File: src/hw/rtl/pki_pkg.sv
package pki_pkg;

  // channel and step limits
  localparam int CHANNELS    = 17;
  localparam int CH_W        = 5;
  localparam int CH_IDX_W    = $clog2(CHANNELS);
  localparam int POS_W       = 16;
  localparam int STEP_W      = 4;
  localparam int DIV_W       = STEP_W + 1;
  localparam int DIV_CNT_W   = $clog2(POS_W);
  localparam logic [STEP_W-1:0] MAX_STEPS = STEP_W'(15);

  // stream packing
  localparam int TDATA_W     = 32;
  localparam int QUEUE_DEPTH = 2;
  localparam int QPTR_W      = $clog2(QUEUE_DEPTH);

  // one classified keyframe request handed from front to back
  typedef struct packed {
    logic [CH_W-1:0]   channel;
    logic [POS_W-1:0]  prev;
    logic [POS_W-1:0]  target;
    logic [POS_W-1:0]  diff;
    logic              rising;
    logic [STEP_W-1:0] steps;
  } cmd_t;

  typedef enum logic [1:0] {
    BK_IDLE,
    BK_DIV,
    BK_EMIT
  } back_state_t;

endpackage

File: src/hw/rtl/pki_front.sv
module pki_front (
  input  logic                         clk,
  input  logic                         rst,
  input  logic                         in_valid,
  output logic                         in_ready,
  input  logic [pki_pkg::CH_W-1:0]     channel,
  input  logic [pki_pkg::POS_W-1:0]    position,
  input  logic [pki_pkg::STEP_W-1:0]   inserted_steps,
  output logic                         push_valid,
  input  logic                         push_ready,
  output pki_pkg::cmd_t                push_cmd
);

  logic [pki_pkg::CHANNELS-1:0] seen;
  logic [pki_pkg::POS_W-1:0]    prev_pose [pki_pkg::CHANNELS];

  logic                         in_range;
  logic                         accept;
  logic [pki_pkg::CH_IDX_W-1:0] idx;
  logic [pki_pkg::POS_W-1:0]    prev;
  logic [pki_pkg::STEP_W-1:0]   steps_sat;

  // classify the request
  assign in_range = channel < pki_pkg::CH_W'(pki_pkg::CHANNELS);
  assign idx      = channel[pki_pkg::CH_IDX_W-1:0];
  assign in_ready = push_ready;
  assign accept   = in_valid && push_ready && in_range;
  assign prev     = prev_pose[idx];
  assign steps_sat = (inserted_steps > pki_pkg::MAX_STEPS) ? pki_pkg::MAX_STEPS
                                                           : inserted_steps;

  // build the command for the back end
  always_comb begin
    push_valid       = in_valid && in_range;
    push_cmd.channel = channel;
    push_cmd.target  = position;
    if (!seen[idx]) begin
      // first keyframe on the channel passes straight through
      push_cmd.prev   = position;
      push_cmd.diff   = '0;
      push_cmd.rising = 1'b1;
      push_cmd.steps  = '0;
    end else begin
      push_cmd.prev   = prev;
      push_cmd.rising = position >= prev;
      push_cmd.diff   = (position >= prev) ? (position - prev) : (prev - position);
      push_cmd.steps  = steps_sat;
    end
  end

  // seen flags
  always_ff @(posedge clk) begin
    if (rst) begin
      seen <= '0;
    end else if (accept) begin
      seen[idx] <= 1'b1;
    end
  end

  // last keyframe per channel
  always_ff @(posedge clk) begin
    if (accept) begin
      prev_pose[idx] <= position;
    end
  end

endmodule

File: src/hw/rtl/pki_queue.sv
module pki_queue (
  input  logic          clk,
  input  logic          rst,
  input  logic          push_valid,
  output logic          push_ready,
  input  pki_pkg::cmd_t push_cmd,
  output logic          pop_valid,
  input  logic          pop_ready,
  output pki_pkg::cmd_t pop_cmd
);

  pki_pkg::cmd_t                slots [pki_pkg::QUEUE_DEPTH];
  logic [pki_pkg::QPTR_W-1:0]   wr_ptr;
  logic [pki_pkg::QPTR_W-1:0]   rd_ptr;
  logic [pki_pkg::QPTR_W:0]     count;
  logic                         do_push;
  logic                         do_pop;

  assign push_ready = count != (pki_pkg::QPTR_W+1)'(pki_pkg::QUEUE_DEPTH);
  assign pop_valid  = count != '0;
  assign pop_cmd    = slots[rd_ptr];
  assign do_push    = push_valid && push_ready;
  assign do_pop     = pop_valid && pop_ready;

  // pointers and fill count
  always_ff @(posedge clk) begin
    if (rst) begin
      wr_ptr <= '0;
      rd_ptr <= '0;
      count  <= '0;
    end else begin
      if (do_push) wr_ptr <= wr_ptr + 1'b1;
      if (do_pop)  rd_ptr <= rd_ptr + 1'b1;
      if (do_push && !do_pop) begin
        count <= count + 1'b1;
      end else if (do_pop && !do_push) begin
        count <= count - 1'b1;
      end
    end
  end

  // slot storage
  always_ff @(posedge clk) begin
    if (do_push) begin
      slots[wr_ptr] <= push_cmd;
    end
  end

endmodule

File: src/hw/rtl/pki_back.sv
module pki_back (
  input  logic                        clk,
  input  logic                        rst,
  input  logic                        pop_valid,
  output logic                        pop_ready,
  input  pki_pkg::cmd_t               pop_cmd,
  output logic                        out_valid,
  input  logic                        out_ready,
  output logic [pki_pkg::CH_W-1:0]    out_channel,
  output logic [pki_pkg::STEP_W-1:0]  step_index,
  output logic [pki_pkg::POS_W-1:0]   out_position,
  output logic                        last
);

  pki_pkg::back_state_t state;
  pki_pkg::back_state_t state_next;
  pki_pkg::cmd_t        cmd;

  logic [pki_pkg::POS_W-1:0]     quo;
  logic [pki_pkg::DIV_W-1:0]     rem;
  logic [pki_pkg::DIV_CNT_W-1:0] cnt;
  logic [pki_pkg::POS_W-1:0]     acc_q;
  logic [pki_pkg::DIV_W-1:0]     acc_r;
  logic [pki_pkg::STEP_W-1:0]    step;

  logic [pki_pkg::DIV_W-1:0]     divisor;
  logic [pki_pkg::DIV_W-1:0]     rem_sh;
  logic                          rem_ge;
  logic [pki_pkg::DIV_W-1:0]     rem_next;
  logic [pki_pkg::POS_W-1:0]     quo_next;
  logic [pki_pkg::DIV_W-1:0]     sum_r;
  logic                          sum_ge;
  logic                          final_step;
  logic                          out_load;
  logic [pki_pkg::POS_W-1:0]     pos_calc;

  // divisor is steps + 1
  assign divisor = {1'b0, cmd.steps} + 1'b1;

  // one restoring-division bit per cycle
  assign rem_sh   = {rem[pki_pkg::DIV_W-2:0], quo[pki_pkg::POS_W-1]};
  assign rem_ge   = rem_sh >= divisor;
  assign rem_next = rem_ge ? (rem_sh - divisor) : rem_sh;
  assign quo_next = {quo[pki_pkg::POS_W-2:0], rem_ge};

  // running remainder of (step+1)*diff/(steps+1)
  assign sum_r  = acc_r + rem;
  assign sum_ge = sum_r >= divisor;

  assign final_step = step == cmd.steps;
  assign pos_calc   = final_step  ? cmd.target :
                      cmd.rising  ? (cmd.prev + acc_q) : (cmd.prev - acc_q);

  // next state
  always_comb begin
    state_next = state;
    case (state)
      pki_pkg::BK_IDLE: begin
        if (pop_valid) begin
          state_next = (pop_cmd.steps == '0) ? pki_pkg::BK_EMIT : pki_pkg::BK_DIV;
        end
      end
      pki_pkg::BK_DIV: begin
        if (cnt == '1) state_next = pki_pkg::BK_EMIT;
      end
      pki_pkg::BK_EMIT: begin
        if (out_load && final_step) state_next = pki_pkg::BK_IDLE;
      end
      default: state_next = pki_pkg::BK_IDLE;
    endcase
  end

  // control outputs
  always_comb begin
    pop_ready = 1'b0;
    out_load  = 1'b0;
    case (state)
      pki_pkg::BK_IDLE: pop_ready = 1'b1;
      pki_pkg::BK_EMIT: out_load  = !out_valid || out_ready;
      default: begin
        pop_ready = 1'b0;
        out_load  = 1'b0;
      end
    endcase
  end

  always_ff @(posedge clk) begin
    if (rst) begin
      state <= pki_pkg::BK_IDLE;
    end else begin
      state <= state_next;
    end
  end

  // divider and step datapath
  always_ff @(posedge clk) begin
    if (state == pki_pkg::BK_IDLE && pop_valid) begin
      cmd  <= pop_cmd;
      quo  <= pop_cmd.diff;
      rem  <= '0;
      cnt  <= '0;
      step <= '0;
    end else if (state == pki_pkg::BK_DIV) begin
      quo <= quo_next;
      rem <= rem_next;
      cnt <= cnt + 1'b1;
      if (cnt == '1) begin
        acc_q <= quo_next;
        acc_r <= rem_next;
      end
    end else if (out_load) begin
      step <= step + 1'b1;
      if (sum_ge) begin
        acc_r <= sum_r - divisor;
        acc_q <= acc_q + quo + 1'b1;
      end else begin
        acc_r <= sum_r;
        acc_q <= acc_q + quo;
      end
    end
  end

  // output register
  always_ff @(posedge clk) begin
    if (rst) begin
      out_valid <= 1'b0;
    end else if (out_load) begin
      out_valid <= 1'b1;
    end else if (out_ready) begin
      out_valid <= 1'b0;
    end
  end

  always_ff @(posedge clk) begin
    if (out_load) begin
      out_channel  <= cmd.channel;
      step_index   <= step;
      out_position <= pos_calc;
      last         <= final_step;
    end
  end

endmodule

File: src/hw/rtl/pose_keyframe_interpolator_top.sv
// Per-channel linear keyframe interpolator.
// Input stream (s_*): one request per keyframe carrying channel, position and
// the count n of positions to insert. Channels at or above 17 are dropped.
// Output stream (m_*): the first keyframe on a channel gives one result; later
// keyframes give n interpolated positions then the keyframe itself, tlast set
// on the keyframe. Each result carries channel and its step index.
// Flow: an accepted request is written into the queue and popped by the back
// end when it is idle; with n > 0 a shared bit-serial divider runs first, then
// one result per cycle while the receiver takes them; with n = 0 or on a first
// keyframe no divide runs. No new request is popped until the run has ended.
// A two-entry request queue lets the front keep accepting while results drain.
// Reset clears the seen flags, the queue and the output valid; stored
// positions are only read once a channel has been seen.
// When m_tready is low the output register holds its result and the back end
// waits; the front stops accepting once the queue is full.
module pose_keyframe_interpolator_top (
  input  logic                          clk,
  input  logic                          rst,
  input  logic                          s_tvalid,
  output logic                          s_tready,
  // channel[4:0], position[20:5], inserted_steps[24:21], zero above
  input  logic [pki_pkg::TDATA_W-1:0]   s_tdata,
  output logic                          m_tvalid,
  input  logic                          m_tready,
  // out_channel[4:0], step_index[8:5], out_position[24:9], zero above
  output logic [pki_pkg::TDATA_W-1:0]   m_tdata,
  output logic                          m_tlast
);

  localparam int IN_USED  = pki_pkg::CH_W + pki_pkg::POS_W + pki_pkg::STEP_W;
  localparam int OUT_USED = pki_pkg::CH_W + pki_pkg::STEP_W + pki_pkg::POS_W;

  logic                          push_valid;
  logic                          push_ready;
  pki_pkg::cmd_t                 push_cmd;
  logic                          pop_valid;
  logic                          pop_ready;
  pki_pkg::cmd_t                 pop_cmd;
  logic [pki_pkg::CH_W-1:0]      out_channel;
  logic [pki_pkg::STEP_W-1:0]    step_index;
  logic [pki_pkg::POS_W-1:0]     out_position;

  // front: classify and track channel state
  pki_front u_front (
    .clk            (clk),
    .rst            (rst),
    .in_valid       (s_tvalid),
    .in_ready       (s_tready),
    .channel        (s_tdata[pki_pkg::CH_W-1:0]),
    .position       (s_tdata[pki_pkg::CH_W +: pki_pkg::POS_W]),
    .inserted_steps (s_tdata[pki_pkg::CH_W + pki_pkg::POS_W +: pki_pkg::STEP_W]),
    .push_valid     (push_valid),
    .push_ready     (push_ready),
    .push_cmd       (push_cmd)
  );

  // request queue
  pki_queue u_queue (
    .clk        (clk),
    .rst        (rst),
    .push_valid (push_valid),
    .push_ready (push_ready),
    .push_cmd   (push_cmd),
    .pop_valid  (pop_valid),
    .pop_ready  (pop_ready),
    .pop_cmd    (pop_cmd)
  );

  // back: divide and emit the run
  pki_back u_back (
    .clk          (clk),
    .rst          (rst),
    .pop_valid    (pop_valid),
    .pop_ready    (pop_ready),
    .pop_cmd      (pop_cmd),
    .out_valid    (m_tvalid),
    .out_ready    (m_tready),
    .out_channel  (out_channel),
    .step_index   (step_index),
    .out_position (out_position),
    .last         (m_tlast)
  );

  // pack the result
  assign m_tdata = {{(pki_pkg::TDATA_W-OUT_USED){1'b0}}, out_position, step_index,
                    out_channel};

  // upper input bits are padding
  logic unused_in;
  assign unused_in = ^s_tdata[pki_pkg::TDATA_W-1:IN_USED];

endmodule

File: config.mk
export PLATFORM = sky130hd
export DESIGN_NAME = pose_keyframe_interpolator_top
export DESIGN_NICKNAME = d
export VERILOG_FILES = /design/src/hw/rtl/pki_pkg.sv /design/src/hw/rtl/pki_front.sv /design/src/hw/rtl/pki_queue.sv /design/src/hw/rtl/pki_back.sv /design/src/hw/rtl/pose_keyframe_interpolator_top.sv
export SDC_FILE = /design/constraint.sdc
export NUM_CORES = 1
export LEC_CHECK = 0
export BUFFER_PORTS_ARGS = -buffer_cell sky130_fd_sc_hd__buf_4
export CAP_MARGIN = 10
export CORE_AREA = 4 4 381 195
export DETAILED_ROUTE_END_ITERATION = 6
export DIE_AREA = 0 0 385 199
export SETUP_SLACK_MARGIN = 0.02
export SYNTH_ARGS = -nofsm -noshare
export SYNTH_HDL_FRONTEND = slang
export SYNTH_HIERARCHICAL = 1
export SYNTH_SLANG_ARGS = --single-unit
File: constraint.sdc
create_clock -name clk -period 6.4 [get_ports clk]
set_clock_uncertainty 0.1 [all_clocks]
set_input_delay 1.28 -clock clk [delete_from_list [all_inputs] [get_ports clk]]
set_output_delay 1.28 -clock clk [all_outputs]
set_load 0.01 [all_outputs]
==> metrics.md <==
| Metric | Value |
|---|---|
| Register area share after synthesis | `0.6302` |
| Xor-xnor portion of the synthesized cell area | `0.02695` |
| Drt wl/cell | `19.38 um` |
| Gate Count Post-Synth | `1670` |
| CP Data Arrival Time | `5.60 ns` |
| Fin Setup TNS | `0 ns` |
| Die H | `199 um` |
| Top delay family on crit path | `compound AO/OA/AOI/OAI gates` |
| Period utilisation layout | `0.8405` |
| Worst Path Max Fanout | `40` |
| Compound-Gate Fraction of Synth Area | `0.07674` |
| YS warnings | `6` |
| Die Wd | `385 um` |
| Final worst slack | `1.021 ns` |
| Hold WC Path Type | `reg2reg` |
| CP max-delay cell | `mux4_2` |
| Max Slew Vio Count | `0` |
| CTS Root Cell | `clkbuf_16` |
| Area Growth Syn to Fin | `12.72%` |
| Fmax | `185.9 MHz` |
| Most frequent cells in the layout | `edfxtp_1, nor2_1, buf_4` |
| Mux cell area share after synthesis | `0.1201` |
| Post CTS Setup Buffer Count | `0` |
| CTS tree | `yes` |
| Number of remaining DRC errors | `0` |
| Place WS | `0.4283 ns` |
| Core area | `70710 um^2` |
| Synthesized area per cell | `14.79 um^2` |
| CTS resizes | `0` |
| Worst setup EP type | `register` |
| ANT cells | `0` |
| Drt pass-1 iters | `5` |
| Clock Path Buffers | `3` |
| Detail Placement HPWL | `34620 um` |
| Main combinational cell family by area after synthesis | `multiplexers` |
| Top FF cell, synth | `edfxtp_1` |
| DR iter-0 viols | `1056` |
| Synth unique cells | `80` |
| Seq cells post-synth | `531` |
| MaxCap Viol Count | `0` |
| Hold Buf Count CTS | `0` |
| Max VDD drop | `0.0002134 V` |
| GRT Total Usage | `0.1384` |
| Least-Margin Pin Slew | `1.051 ns` |
| Pwr Density | `388.6 nW/um^2` |
| R2r endpoint | `u_queue/slots[1][15]` |
| Worst-path cell chain | `buf_4 -> mux4_2 -> mux2_2 -> a22oi_1 -> o21ai_0 -> inv_1 -> ha_1 -> inv_1 -> fa_1 -> a21oi_1 -> o211ai_1 -> a221o_1 -> a21o_1 -> a211o_1 -> and3b_1 -> o21a_1` |
| Vias in the first global route | `13720` |
| CP Launch Type | `input port` |
| Vias/cell | `5.012` |
| Fraction of registers with async set/reset | `0` |
| Largest stage delay, worst path | `0.60 ns` |
| Port bufs | `56` |
| Largest net degree at the start of global routing | `68` |
| CP bufs+invs | `3` |
| Worst reg-to-reg setup slack | `2.09 ns` |
| FP Rows | `69` |
| Starting Density | `0.3493` |
| Post-DP Area | `26140 um^2` |
| Synth Area in Adders | `0.04721` |
| Critical Path RT | `6.62 ns` |
| Hold Fails Final Rpt | `0` |
| Initial antenna violation count | `1` |
| FF-to-FF Start | `u_front/prev_pose[14][7]` |
| Gr ovfl total | `0` |
| GP Congestion | `0.8291` |
| Lkg Pwr | `9.619 nW` |
| Kind of critical path | `in2reg` |
| R2R cell count | `11` |
| Setup-failing EPs final | `0` |
| DRT Wirelength | `52810 um` |
| First-pass GRT wire length | `81850 um` |
| Clock latency on the worst-skew pair | `0.61 ns` |
| Rel. slew slack | `0.2996` |
| Worst Setup EP | `u_queue/slots[1][15]` |
| Commonest non-fill, non-tap cell in the layout | `edfxtp_1` |
| CTS Sinks | `531` |
| Cell area after synthesis | `24700 um^2` |
| # H-tree levels | `2` |
| Cell mode on critical path | `inv_1` |
| Status | `complete, no violations` |
| Vias | `13660` |
| Post-synth EDFFs | `493` |
| # IOs | `71` |
| CTS Buf Count | `50` |
| Share of layout cells above drive strength 1 | `0.2179` |
| Design Area, Final | `27840 um^2` |
| DIE AREA | `76620 um^2` |
| Reg clk slew, reported paths | `0.06 ns` |
| Critical path depth in cells | `16` |
| Post-route core utilization | `0.3938` |
| Routed Antenna Nets | `0` |
| Simple-gate area share of the yosys netlist | `0.06641` |
| Worst Setup SP | `s_tdata[0]` |
| Final Net Count | `1852` |
| RSZ-0062 raised after global routing | `no` |
| Tmin final | `5.379 ns` |
cell families (layout without fill, tap and decap cells):
group                      Yosys count  after routing
other                                1              7
and+or+nand+nor                    337            337
AOI/OAI and AO/OA                  286            286
buffers and inverters              158            249
xor gates and xnor gates            76             76
DFF                                531            531
adders and majority gates           89             89
muxes                              192            192
power breakdown:
part           total, mW  internal, mW  switching (mW)
clock network       3.04          1.75            1.30
logic               3.30          1.39            1.91
registers           4.47          4.30           0.170
cells in the mapped netlist (12+ instances only):
library cell / number / area share
nand3_1: 23 / 0.0047
buf_4: 33 / 0.010
nor2_1: 134 / 0.020
xor2_1: 45 / 0.016
nand2_1: 66 / 0.010
nor3_1: 15 / 0.0030
a21oi_1: 84 / 0.017
edfxtp_1: 493 / 0.60
a21o_1: 26 / 0.0079
inv_1: 59 / 0.0090
buf_2: 21 / 0.0043
xnor2_1: 31 / 0.011
nand2b_1: 12 / 0.0030
a211oi_1: 15 / 0.0046
ha_1: 82 / 0.042
mux4_2: 74 / 0.067
dfxtp_1: 38 / 0.031
a22oi_1: 20 / 0.0061
clkbuf_1: 35 / 0.0053
mux2_2: 95 / 0.043
mux2i_1: 23 / 0.0093
o21ai_0: 54 / 0.011
routing by layer:
| layer | track usage | part of all wire | routed length [um] | vias up |
|---|---|---|---|---|
| li1 | - | - | - | 6472 |
| met1 | 0.1899 | 0.46 | 24320 | 6877 |
| met2 | 0.2321 | 0.48 | 25220 | 258 |
| met3 | 0.02232 | 0.044 | 2310 | 52 |
| met4 | 0.03232 | 0.018 | 964 | 0 |
| met5 | 0 | 0 | 0 | - |
metrics by stage:
step	total power, mW	std cells	hold slack, ns
3_3_place_gp	7.807	2633	0.3029
3_5_place_dp	7.863	2633	0.3045
6_report	10.82	2725	0.3188
4_1_cts	10.94	2725	0.3199
5_1_grt	11.48	2725	0.3232
2_1_floorplan	7.027	1676	0.3003
flip-flops by register name (all words and copies together) (netlist names), 2 cells and up, named ones only:
name                 flops
u_back/out_position     16
u_queue/slots          116
u_back/rem               5
u_front/prev_pose      272
u_back/acc_q            16
u_back/cnt               4
u_back/cmd              42
u_back/step              4
u_back/out_channel       5
u_back/quo              16
u_back/acc_r             5
u_queue/count            2
u_front/seen            17
u_back/step_index        4
u_back/state             2
how the worst min path moves through the flow:
stage	to	depth (start not counted)	from	slack, ns
floorplan	u_back/out_channel[0]	0	u_back/cmd[53]	0.30
finish	u_back/out_channel[1]	0	u_back/cmd[54]	0.32
global route	u_back/out_channel[1]	0	u_back/cmd[54]	0.32
global placement	u_back/out_channel[2]	0	u_back/cmd[55]	0.30
detailed placement	u_back/out_channel[1]	0	u_back/cmd[54]	0.30
CTS	u_back/out_channel[1]	0	u_back/cmd[54]	0.32
area by class of cell:
cell class / count / area, um^2
well taps: 958 / 1199
flip-flops and latches: 531 / 15570
inverters: 60 / 225.2
multi-input cells: 987 / 8412
clock inverters: 31 / 396.6
fillers: 6466 / 42860
repair buffers: 97 / 740.7
clock buffers: 61 / 1303
Note: power is estimated with default switching activity, not from simulation.
